--- config.mk ---
export PLATFORM = sky130hd
export DESIGN_NAME = pcpa_ctrl
export DESIGN_NICKNAME = d
export VERILOG_FILES = /design/src/hdl/pcpa_pkg.sv /design/src/hdl/pcpa_ctrl.sv
export SDC_FILE = /design/constraint.sdc
export NUM_CORES = 1
export LEC_CHECK = 0
export BUFFER_PORTS_ARGS = -buffer_cell sky130_fd_sc_hd__buf_2
export CAP_MARGIN = 15
export CORE_AREA = 2 2 39 41
export DETAILED_ROUTE_END_ITERATION = 8
export DIE_AREA = 0 0 41 43
export PLACE_DENSITY = 0.69
export SYNTH_ARGS = -nofsm -noshare
export SYNTH_HDL_FRONTEND = slang
export SYNTH_SLANG_ARGS = --single-unit
--- constraint.sdc ---
create_clock -name clk -period 3.15 [get_ports clk]
set_clock_uncertainty 0.15 [all_clocks]
set_input_delay 0.63 -clock clk [delete_from_list [all_inputs] [get_ports clk]]
set_output_delay 0.63 -clock clk [all_outputs]
set_load 0.005 [all_outputs]
--- src/hdl/pcpa_pkg.sv ---
// Shared types, codes and default constants for the per-CPU page allocator.
// No dependencies; imported by the controller, the datapath and the top module.
package pcpa_pkg;

	localparam int NUM_CPUS_DEF   = 8;
	localparam int MAX_PAGES_DEF  = 32768;
	localparam int PAGE_BYTES_DEF = 4096;

	localparam logic [31:0] KERNEL_END_RESET = 32'd2148532224;
	localparam logic [31:0] MEMORY_TOP_RESET = 32'd2281701376;

	localparam logic [1:0] CMD_ALLOC   = 2'd0;
	localparam logic [1:0] CMD_FREE    = 2'd1;
	localparam logic [1:0] CMD_REBUILD = 2'd2;

	localparam logic [1:0] RSP_OK       = 2'd0;
	localparam logic [1:0] RSP_NO_PAGE  = 2'd1;
	localparam logic [1:0] RSP_BAD_ADDR = 2'd2;

	localparam logic REG_KERNEL_END = 1'b0;
	localparam logic REG_MEMORY_TOP = 1'b1;

	typedef enum logic [3:0] {
		ST_IDLE,
		ST_DECODE,
		ST_SCAN,
		ST_POP,
		ST_RB_DIV_START,
		ST_RB_DIV,
		ST_RB_PUSH,
		ST_RESP
	} ctrl_state_t;

	typedef enum logic [3:0] {
		DP_NOP,
		DP_LOAD,
		DP_SCAN_NEXT,
		DP_POP_READ,
		DP_POP_DONE,
		DP_NO_PAGE,
		DP_FREE,
		DP_RB_INIT,
		DP_RB_DIV,
		DP_RB_SETUP,
		DP_RB_PUSH,
		DP_RB_NEXT,
		DP_DONE_OK,
		DP_EMIT
	} dp_op_t;

	typedef struct packed {
		logic [1:0] req_cmd;
		logic       head_ok;
		logic       scan_last;
		logic       div_busy;
		logic       push_more;
		logic       cpu_last;
		logic       out_free;
	} dp_stat_t;

endpackage

--- src/hdl/pcpa_ctrl.sv ---
// Controller state machine: sequences alloc scan, free, rebuild and result handoff.
// Depends on pcpa_pkg.
module pcpa_ctrl import pcpa_pkg::*; (
	input  logic     clk,
	input  logic     arst_n,
	input  logic     req_valid,
	output logic     req_ready,
	input  dp_stat_t stat,
	output dp_op_t   op
);

	ctrl_state_t state_q, state_d;

	always_ff @(posedge clk or negedge arst_n) begin
		if (!arst_n) begin
			state_q <= ST_IDLE;
		end else begin
			state_q <= state_d;
		end
	end

	always_comb begin
		state_d   = state_q;
		op        = DP_NOP;
		req_ready = 1'b0;
		case (state_q)
			ST_IDLE: begin
				req_ready = 1'b1;
				if (req_valid) begin
					op      = DP_LOAD;
					state_d = ST_DECODE;
				end
			end
			ST_DECODE: begin
				case (stat.req_cmd)
					CMD_ALLOC: state_d = ST_SCAN;
					CMD_FREE: begin
						op      = DP_FREE;
						state_d = ST_RESP;
					end
					CMD_REBUILD: begin
						op      = DP_RB_INIT;
						state_d = ST_RB_DIV_START;
					end
					default: begin
						op      = DP_DONE_OK;
						state_d = ST_RESP;
					end
				endcase
			end
			ST_SCAN: begin
				if (stat.head_ok) begin
					op      = DP_POP_READ;
					state_d = ST_POP;
				end else if (stat.scan_last) begin
					op      = DP_NO_PAGE;
					state_d = ST_RESP;
				end else begin
					op = DP_SCAN_NEXT;
				end
			end
			ST_POP: begin
				op      = DP_POP_DONE;
				state_d = ST_RESP;
			end
			ST_RB_DIV_START: begin
				op      = DP_RB_DIV;
				state_d = ST_RB_DIV;
			end
			ST_RB_DIV: begin
				if (!stat.div_busy) begin
					op      = DP_RB_SETUP;
					state_d = ST_RB_PUSH;
				end
			end
			ST_RB_PUSH: begin
				if (stat.push_more) begin
					op = DP_RB_PUSH;
				end else if (stat.cpu_last) begin
					op      = DP_DONE_OK;
					state_d = ST_RESP;
				end else begin
					op      = DP_RB_NEXT;
					state_d = ST_RB_DIV_START;
				end
			end
			ST_RESP: begin
				if (stat.out_free) begin
					op      = DP_EMIT;
					state_d = ST_IDLE;
				end
			end
			default: state_d = ST_IDLE;
		endcase
	end

endmodule

---- After elaboration in Yosys (flattened, before gate mapping) ----
Index checks and enable logic that the tools add are counted.
storage, ports and cells
  bits in registers ....................... 4
  latch bits .............................. 0
  bits in writable memories ............... 0
  ROM bits ................................ 0
  bits of input ports ..................... 11
  output and inout port bits .............. 5
  word-level logic and storage cells ...... 37
  memories ................................ 0
cells by class
  add/subtract/negate cells ............... 0
  multipliers ............................. 0
  divide/modulo/power cells ............... 0
  magnitude comparators ................... 0
  equal/unequal tests ..................... 14
  shift-type cells ........................ 0
  muxes and demuxes ....................... 19
  bitwise gates (word level) .............. 0
  reductions and logical operators ........ 3
operators with widths
  kind                  number
  $pmux W4 S8           2
  $mux W4               8
  $eq A4 B3 Y1 const B  4
  $mux W3               4
  $pmux W4 S3           1
  $eq A4 B2 Y1 const B  2
  $ne A2 B2 Y1 const B  4
  $pmux W3 S2           1
  $reduce_and A5 Y1     1
  $eq A4 B1 Y1 const B  1
  $logic_not A4 Y1      1
  $ne A3 B3 Y1 const B  1
  $eq A2 B1 Y1 const B  1
  $eq A2 B2 Y1 const B  1
  $logic_not A2 Y1      1
  $mux W1               2
  $mux W2               1

---- Longest topological paths before layout ----
Gate-level depths: netlist of run 1.
  depth after elaboration ................. 3
  mapped depth ............................ 5
  depth with buffers taken out ............ 5

---- Worst setup path after synthesis of run 1 ----
No wires, ideal clock.
  path kind ............................... input-to-output
  from .................................... input port stat[6] (netlist name)
  to ...................................... output port op[1]
  arrival ................................. 1.292 ns
  data required time ...................... 2.370 ns
  path slack .............................. 1.078 ns
  stages .................................. 4
  path buffers ............................ 0
  path through ............................ inv_1 > ha_1 > nor2b_1 > a32o_1
on the way
  word-level cells in the longest chain between the ends .. 3
  elaborated cells on any way between the ends .. 5
  classes of those cells .................. 2 x eq/ne; 2 x mux; 1 x reduce/logical
RTL lines
  element                               line             RTL
  start, declared                       pcpa_ctrl.sv:8   input dp_stat_t stat,
  $eq A2 B2 Y1 (tied with other cells)  pcpa_ctrl.sv:35  case (stat.req_cmd)
  $pmux W4 S3 *                         pcpa_ctrl.sv:35
  $pmux W4 S8 *                         pcpa_ctrl.sv:26  case (state_q)
  end, declared                         pcpa_ctrl.sv:9   output dp_op_t op
Every way passes the cells marked *; elsewhere a longest branch is shown, timed or not.

---- Worst setup path in the final report of run 1 ----
  from .................................... register state_q[2]
  to ...................................... output port op[3]
on the way
  word-level cells in the longest chain between the ends .. 2
  elaborated cells on any way between the ends .. 9
  classes of those cells .................. 7 x eq/ne; 1 x mux; 1 x reduce/logical
RTL lines
  element                               line             RTL
  start, declared                       pcpa_ctrl.sv:12  ctrl_state_t state_q, state_d;
  start signal, assigned                pcpa_ctrl.sv:18  state_q <= state_d;
  $eq A4 B3 Y1 (tied with other cells)  pcpa_ctrl.sv:26
  $pmux W4 S8 *                         pcpa_ctrl.sv:26
Marked as above.

==> metrics.csv, run 1 <==
stage,metric,value,unit
grt,vias in the first global route,463,
critical_path,CP required,2370,ps
timing,final max-slew violation count,0,
clocking,Post-CTS Setup Bufs,0,
grt,Tot GR Track Use,0.144,
timing,Setup TNS,0,ps
layout,Area Growth Syn to Fin,12.7,%
clocking,clk root buf,clkbuf_4,
timing,Tcrit/Tclk final,0.778,
clocking,clock sinks,3,
grt,largest net degree at the start of global routing,20,
layout,layout cell share with drive strength beyond 1,0.338,
timing,FMAX,0.408,GHz
logic_synthesis,Post-synth EDFFs,0,
power_and_ir_drop,Max VDD drop,0.238,mV
critical_path,CP Capture Type,primary output,
logic_synthesis,syn_area_per_cell,8.14,um2
logic_synthesis,Post-Syn Instances,63,
layout,Finished Layout Cells,93,
logic_synthesis,top cell type's share of synthesized area,0.146,
logic_synthesis,largest cells by area after synthesis,"dfrtp_1, ha_1, buf_6, nor2b_1, o22ai_1",
floorplan,num rows,14,
layout,most frequent cells in the layout,"buf_2, ha_1",
logic_synthesis,post-synthesis sequential area ratio,0.146,
clocking,Clock Path Buffers,2,
floorplan,Initial Util,0.371,
clocking,CTS Buf Count,3,
outcome,status,finished clean,
place,Post-DP Area,552,um2
logic_synthesis,Unique masters post-synth,31,
power_and_ir_drop,power density cells,759,nW/um2
floorplan,I/O pin total,16,
layout,Reg with most FFs,state_q,
layout,final core occ,0.418,
place,placed insts,89,
logic_synthesis,Post-synth top flop,dfrtp_1,
power_and_ir_drop,Lkg Pwr,0.280,nW
run,max_cap viols,0,
logic_synthesis,ys async rst share,1.00,
place,Port Buffers,15,
routing,1st-iter DRT viols,13,
clocking,"Clk pin slew, worst setup/hold paths",40,ps
logic_synthesis,Syn Nets,79,
layout,number of fill cells,151,
timing,slew at the pin closest to its max-slew limit,599,ps
clocking,# H-tree levels,1,
grt,GR Overflow Total,0,
critical_path,crit path DAT,1670,ps
critical_path,R2R cell count,3,
routing,via count,501,
timing,"Hold Violations, Final",0,
timing,final worst path period need,2450,ps
layout,Nets,94,
timing,Final setup viols,0,
layout,final instance area,578,um2
place,RePlAce Congestion,0.824,
timing,Rel. slew slack,0.601,
floorplan,Die Width,41,um
routing,first drt pass iteration count,3,
layout,biggest regs,state_q: 3 flops,
clocking,number of hold buffers added after cts,0,
floorplan,Die ar.,1760,um2
grt,initial antenna violation count,0,
grt,global-route wire length before repair,1.74,mm
routing,drt wl/cell,11.1,um
place,DP Wirelength,787,um
routing,Via density,5.39,
clocking,CTS tree,yes,
clocking,post-CTS sizing,0,
logic_synthesis,synth warn,0,
clocking,clk_lat worst skew,230,ps
layout,number of inserted diodes,0,
routing,drt total wl,1.03,mm
routing,residual DRC count,0,
layout,Largest register FFs,3,
min_path,Hold Crit Class,in -> async,
logic_synthesis,post-synth top area cell,dfrtp_1,
logic_synthesis,synthesized cell area,513,um2
routing,final antenna-violating net count,0,
logic_synthesis,register bit total from synthesis,3,
floorplan,die height,43,um
critical_path,critical path class,reg -> out,
critical_path,Critical Path Fanout Max,19,
layout,"commonest non-fill, non-tap cell in the layout",buf_2,
floorplan,core area,1380,um2
timing,RSZ-0062 raised after global routing,false,
critical_path,Startpoint Class,flip-flop,
-- Yosys cell counts (2+ instances only) --
cell type / instances
nand2b_1: 2
inv_1: 4
nor3_1: 4
dfrtp_1: 3
o22ai_1: 4
nand2_1: 3
ha_1: 5
buf_6: 5
nor2_1: 4
and2b_2: 2
nor2b_1: 4
a21oi_1: 4
-- worst paths after layout --
check / from / endpoint / slack, ps
worst min-delay path: arst_n / state_q[0]$_DFFE_PN0P_ / 30
worst max register to register: state_q[2]$_DFFE_PN0P_ / state_q[0]$_DFFE_PN0P_ / 1570
min in group clk: stat[3] / state_q[0]$_DFFE_PN0P_ / 610
worst min register to register: state_q[0]$_DFFE_PN0P_ / state_q[1]$_DFFE_PN0P_ / 630
max in group asynchronous: arst_n / state_q[1]$_DFFE_PN0P_ / 2710
worst max-delay path: state_q[2]$_DFFE_PN0P_ / op[3] / 700
-- cell families (layout without fill, tap and decap cells) --
| group | count (synthesis) | in the layout | synth area share |
|---|---|---|---|
| AOI/OAI and AO/OA | 20 | 20 | 0.283 |
| adders and majority gates | 5 | 5 | 0.122 |
| DFF | 3 | 3 | 0.146 |
| buffers and inverters | 10 | 24 | 0.151 |
| and+or+nand+nor | 25 | 25 | 0.298 |
-- cell type report --
cell class / instances / area (um2) / area share
multi-input cells: 50 / 360 / 0.623
flip-flops and latches: 3 / 75.1 / 0.130
clock buffers: 4 / 26.3 / 0.0455
inverters: 5 / 21.3 / 0.0368
repair buffers: 15 / 75.1 / 0.130
well taps: 16 / 20.0 / 0.0346
-- stage by stage --
stage	worst slack, ps	hold WS, ps	total power, W
2_1_floorplan	1080	184	0.000353
3_3_place_gp	830	276	0.000371
3_5_place_dp	795	276	0.000372
4_1_cts	675	30.0	0.000441
5_1_grt	546	23.5	0.000486
6_report	700	31.9	0.000439
-- power by group --
part,leakage (nW),internal [W],switching (W)
clock,0.0150,0.0000474,0.0000195
sequential,0.0335,0.0000559,0.0000784
combinational,0.232,0.000134,0.000104
-- worst max-delay path: stages, from the launching register on --
cell and delay, ps:
dfrtp_1 690, and2b_2 290, a21boi_0 190, o22ai_1 110, buf_2 160
-- routing by layer --
metal	global-route usage	up-vias	wire length (um)
met2	0.234	11	476
met3	0.0314	2	30
met5	0	-	0
met4	0.0600	0	16
met1	0.170	234	505
li1	-	254	-
(Power assumes the default switching activity.)
==> run 2, diff against run 1 <==
Clock period 3.15 ns to 2.4 ns, I/O delays scaled along.
==> run 2 against run 1 <==
Global-route usage up 0.11 points. Core utilization rose by 1.8 points. Largest power group unchanged. Die area is the same. Register-to-register slack lost 780 ps. Final area grew 4.3%. Flip-flop and latch count unchanged. Combinational power increased by 50%. Sequential share of layout area decreased by 0.54 points. Worst hold slack improved by 400 ps. First-iteration DRC count up 7.7%. Final cell count increased by 3.2%.
==> metrics.csv, run 2 (synthesized netlist as in run 1, its figures left out) <==
stage,metric,value,unit,change
layout,most frequent cells in the layout,"buf_2, ha_1",,unchanged
clocking,CTS tree,yes,,unchanged
timing,final max-slew violation count,0,,unchanged
floorplan,die height,43,um,unchanged
floorplan,Initial Util,0.371,,unchanged
clocking,post-CTS sizing,0,,unchanged
floorplan,core area,1380,um2,unchanged
timing,Rel. slew slack,0.717,,was 0.601
critical_path,Critical-path top delay cell,dfrtp_1,,unchanged
critical_path,CP required,1770,ps,was 2370 ps
power_and_ir_drop,Max VDD drop,0.364,mV,was 0.238 mV
power_and_ir_drop,total chip power,0.000595,W,was 0.000439 W
layout,layout cell share with drive strength beyond 1,0.350,,was 0.338
timing,"Hold Violations, Final",0,,unchanged
timing,slew at the pin closest to its max-slew limit,425,ps,was 599 ps
critical_path,crit path DAT,1540,ps,was 1670 ps
routing,1st-iter DRT viols,14,,was 13
routing,first drt pass iteration count,4,,was 3
place,Post-Place Worst Slack,370,ps,was 795 ps
clocking,# H-tree levels,1,,unchanged
min_path,Hold Crit Class,in -> async,,unchanged
grt,vias in the first global route,450,,was 463
floorplan,I/O pin total,16,,unchanged
layout,biggest regs,state_q: 3 flops,,unchanged
critical_path,CP Capture Type,primary output,,unchanged
place,DP Wirelength,811,um,was 787 um
routing,residual DRC count,0,,unchanged
layout,Area Growth Syn to Fin,17.6,%,was 12.7%
floorplan,Die Width,41,um,unchanged
layout,"commonest non-fill, non-tap cell in the layout",buf_2,,unchanged
grt,largest net degree at the start of global routing,15,,was 20
timing,Tcrit/Tclk final,0.903,,
routing,via count,511,,was 501
clocking,clk root buf,clkbuf_4,,unchanged
layout,number of inserted diodes,0,,unchanged
critical_path,Startpoint Class,flip-flop,,unchanged
place,Post-DP Area,567,um2,was 552 um2
layout,final instance area,603,um2,was 578 um2
critical_path,Critical Path Fanout Max,14,,was 19
clocking,number of hold buffers added after cts,1,,was 0
critical_path,critical path class,reg -> out,,unchanged
grt,Tot GR Track Use,0.145,,was 0.144
timing,Setup TNS,0,ps,unchanged
grt,global-route wire length before repair,1.78,mm,was 1.74 mm
layout,number of fill cells,149,,was 151
clocking,Clock Path Buffers,2,,unchanged
timing,RSZ-0062 raised after global routing,false,,unchanged
clocking,"Clk pin slew, worst setup/hold paths",30,ps,was 40 ps
routing,Via density,5.32,,was 5.39
floorplan,num rows,14,,unchanged
critical_path,Crit path buffers/inverters,2,,was 1
timing,Final setup viols,0,,unchanged
power_and_ir_drop,Lkg Pwr,0.294,nW,was 0.280 nW
clocking,Post-CTS Setup Bufs,0,,unchanged
place,Port Buffers,15,,unchanged
clocking,CTS Buf Count,3,,unchanged
timing,final worst slack,233,ps,was 700 ps
timing,final worst path period need,2170,ps,
routing,final antenna-violating net count,0,,unchanged
routing,drt total wl,1.03,mm,unchanged
layout,Largest register FFs,3,,unchanged
grt,GR Overflow Total,0,,unchanged
timing,FMAX,0.461,GHz,
clocking,clk_lat worst skew,220,ps,was 230 ps
layout,Reg with most FFs,state_q,,unchanged
grt,initial antenna violation count,0,,unchanged
critical_path,Max stage delay on crit path,560,ps,was 690 ps
power_and_ir_drop,power density cells,987,nW/um2,was 759 nW/um2
routing,drt wl/cell,10.7,um,was 11.1 um
place,RePlAce Congestion,0.838,,was 0.824
floorplan,Die ar.,1760,um2,unchanged
layout,Nets,97,,was 94
clocking,clock sinks,3,,unchanged
critical_path,crit-path cells,buf_4 -> a211oi_1 -> o32a_1 -> buf_2,,was and2b_2 -> a21boi_0 -> o22ai_1 -> buf_2
run,max_cap viols,0,,unchanged
critical_path,Crit path max-delay family,flip-flops,,unchanged
outcome,status,finished clean,,unchanged
## run 2: changes by cell type in the layout (fill, tap and decap cells not counted), sizes merged
cell / previous run / this run
dlygate4sd3: 0 / 1
buf: 15 / 17
## run 2: final timing paths
path                       slack (ps)                     end  cells past startpoint                    from
max                               230                   op[0]                      4  state_q[2]$_DFFE_PN0P_
min                               430  state_q[0]$_DFFE_PN0P_                      2                  arst_n
max reg2reg                       790  state_q[0]$_DFFE_PN0P_                      4  state_q[2]$_DFFE_PN0P_
min reg2reg                       630  state_q[1]$_DFFE_PN0P_                      1  state_q[0]$_DFFE_PN0P_
max in group asynchronous        1570  state_q[1]$_DFFE_PN0P_                      2                  arst_n
min in group clk                  460  state_q[0]$_DFFE_PN0P_                      3                 stat[3]
## run 2: per-stage QoR
stage,instances,hold slack (ps),util
after floorplan,63,34.4,-
after CTS,96,422,0.436
after detailed placement,91,126,0.410
after global placement,91,126,0.410
after global routing,96,434,0.436
final,96,428,0.436
## run 2: power breakdown
group	internal, W	leakage [nW]	switching (W)
Clock	0.0000620	0.0150	0.0000221
Sequential	0.0000740	0.0335	0.0000801
Combinational	0.000193	0.245	0.000164
## run 2: area by class of cell
class | count | area [um2] | area share
multi-input combinational | 50 | 360 | 0.598
timing repair buffer | 18 | 100 | 0.166
sequential | 3 | 75.1 | 0.124
clock buffer | 4 | 26.3 | 0.0436
inverter | 5 | 21.3 | 0.0353
tap | 16 | 20.0 | 0.0332
## run 2: metal layers
| layer | track usage | vias to the layer above | part of all wire |
|---|---|---|---|
| met1 | 0.200 | 234 | 0.50 |
| met2 | 0.213 | 15 | 0.46 |
| met4 | 0.0533 | 0 | 0 |
| met3 | 0.0314 | 0 | 0.043 |
| met5 | 0 | - | 0 |
| li1 | - | 262 | - |
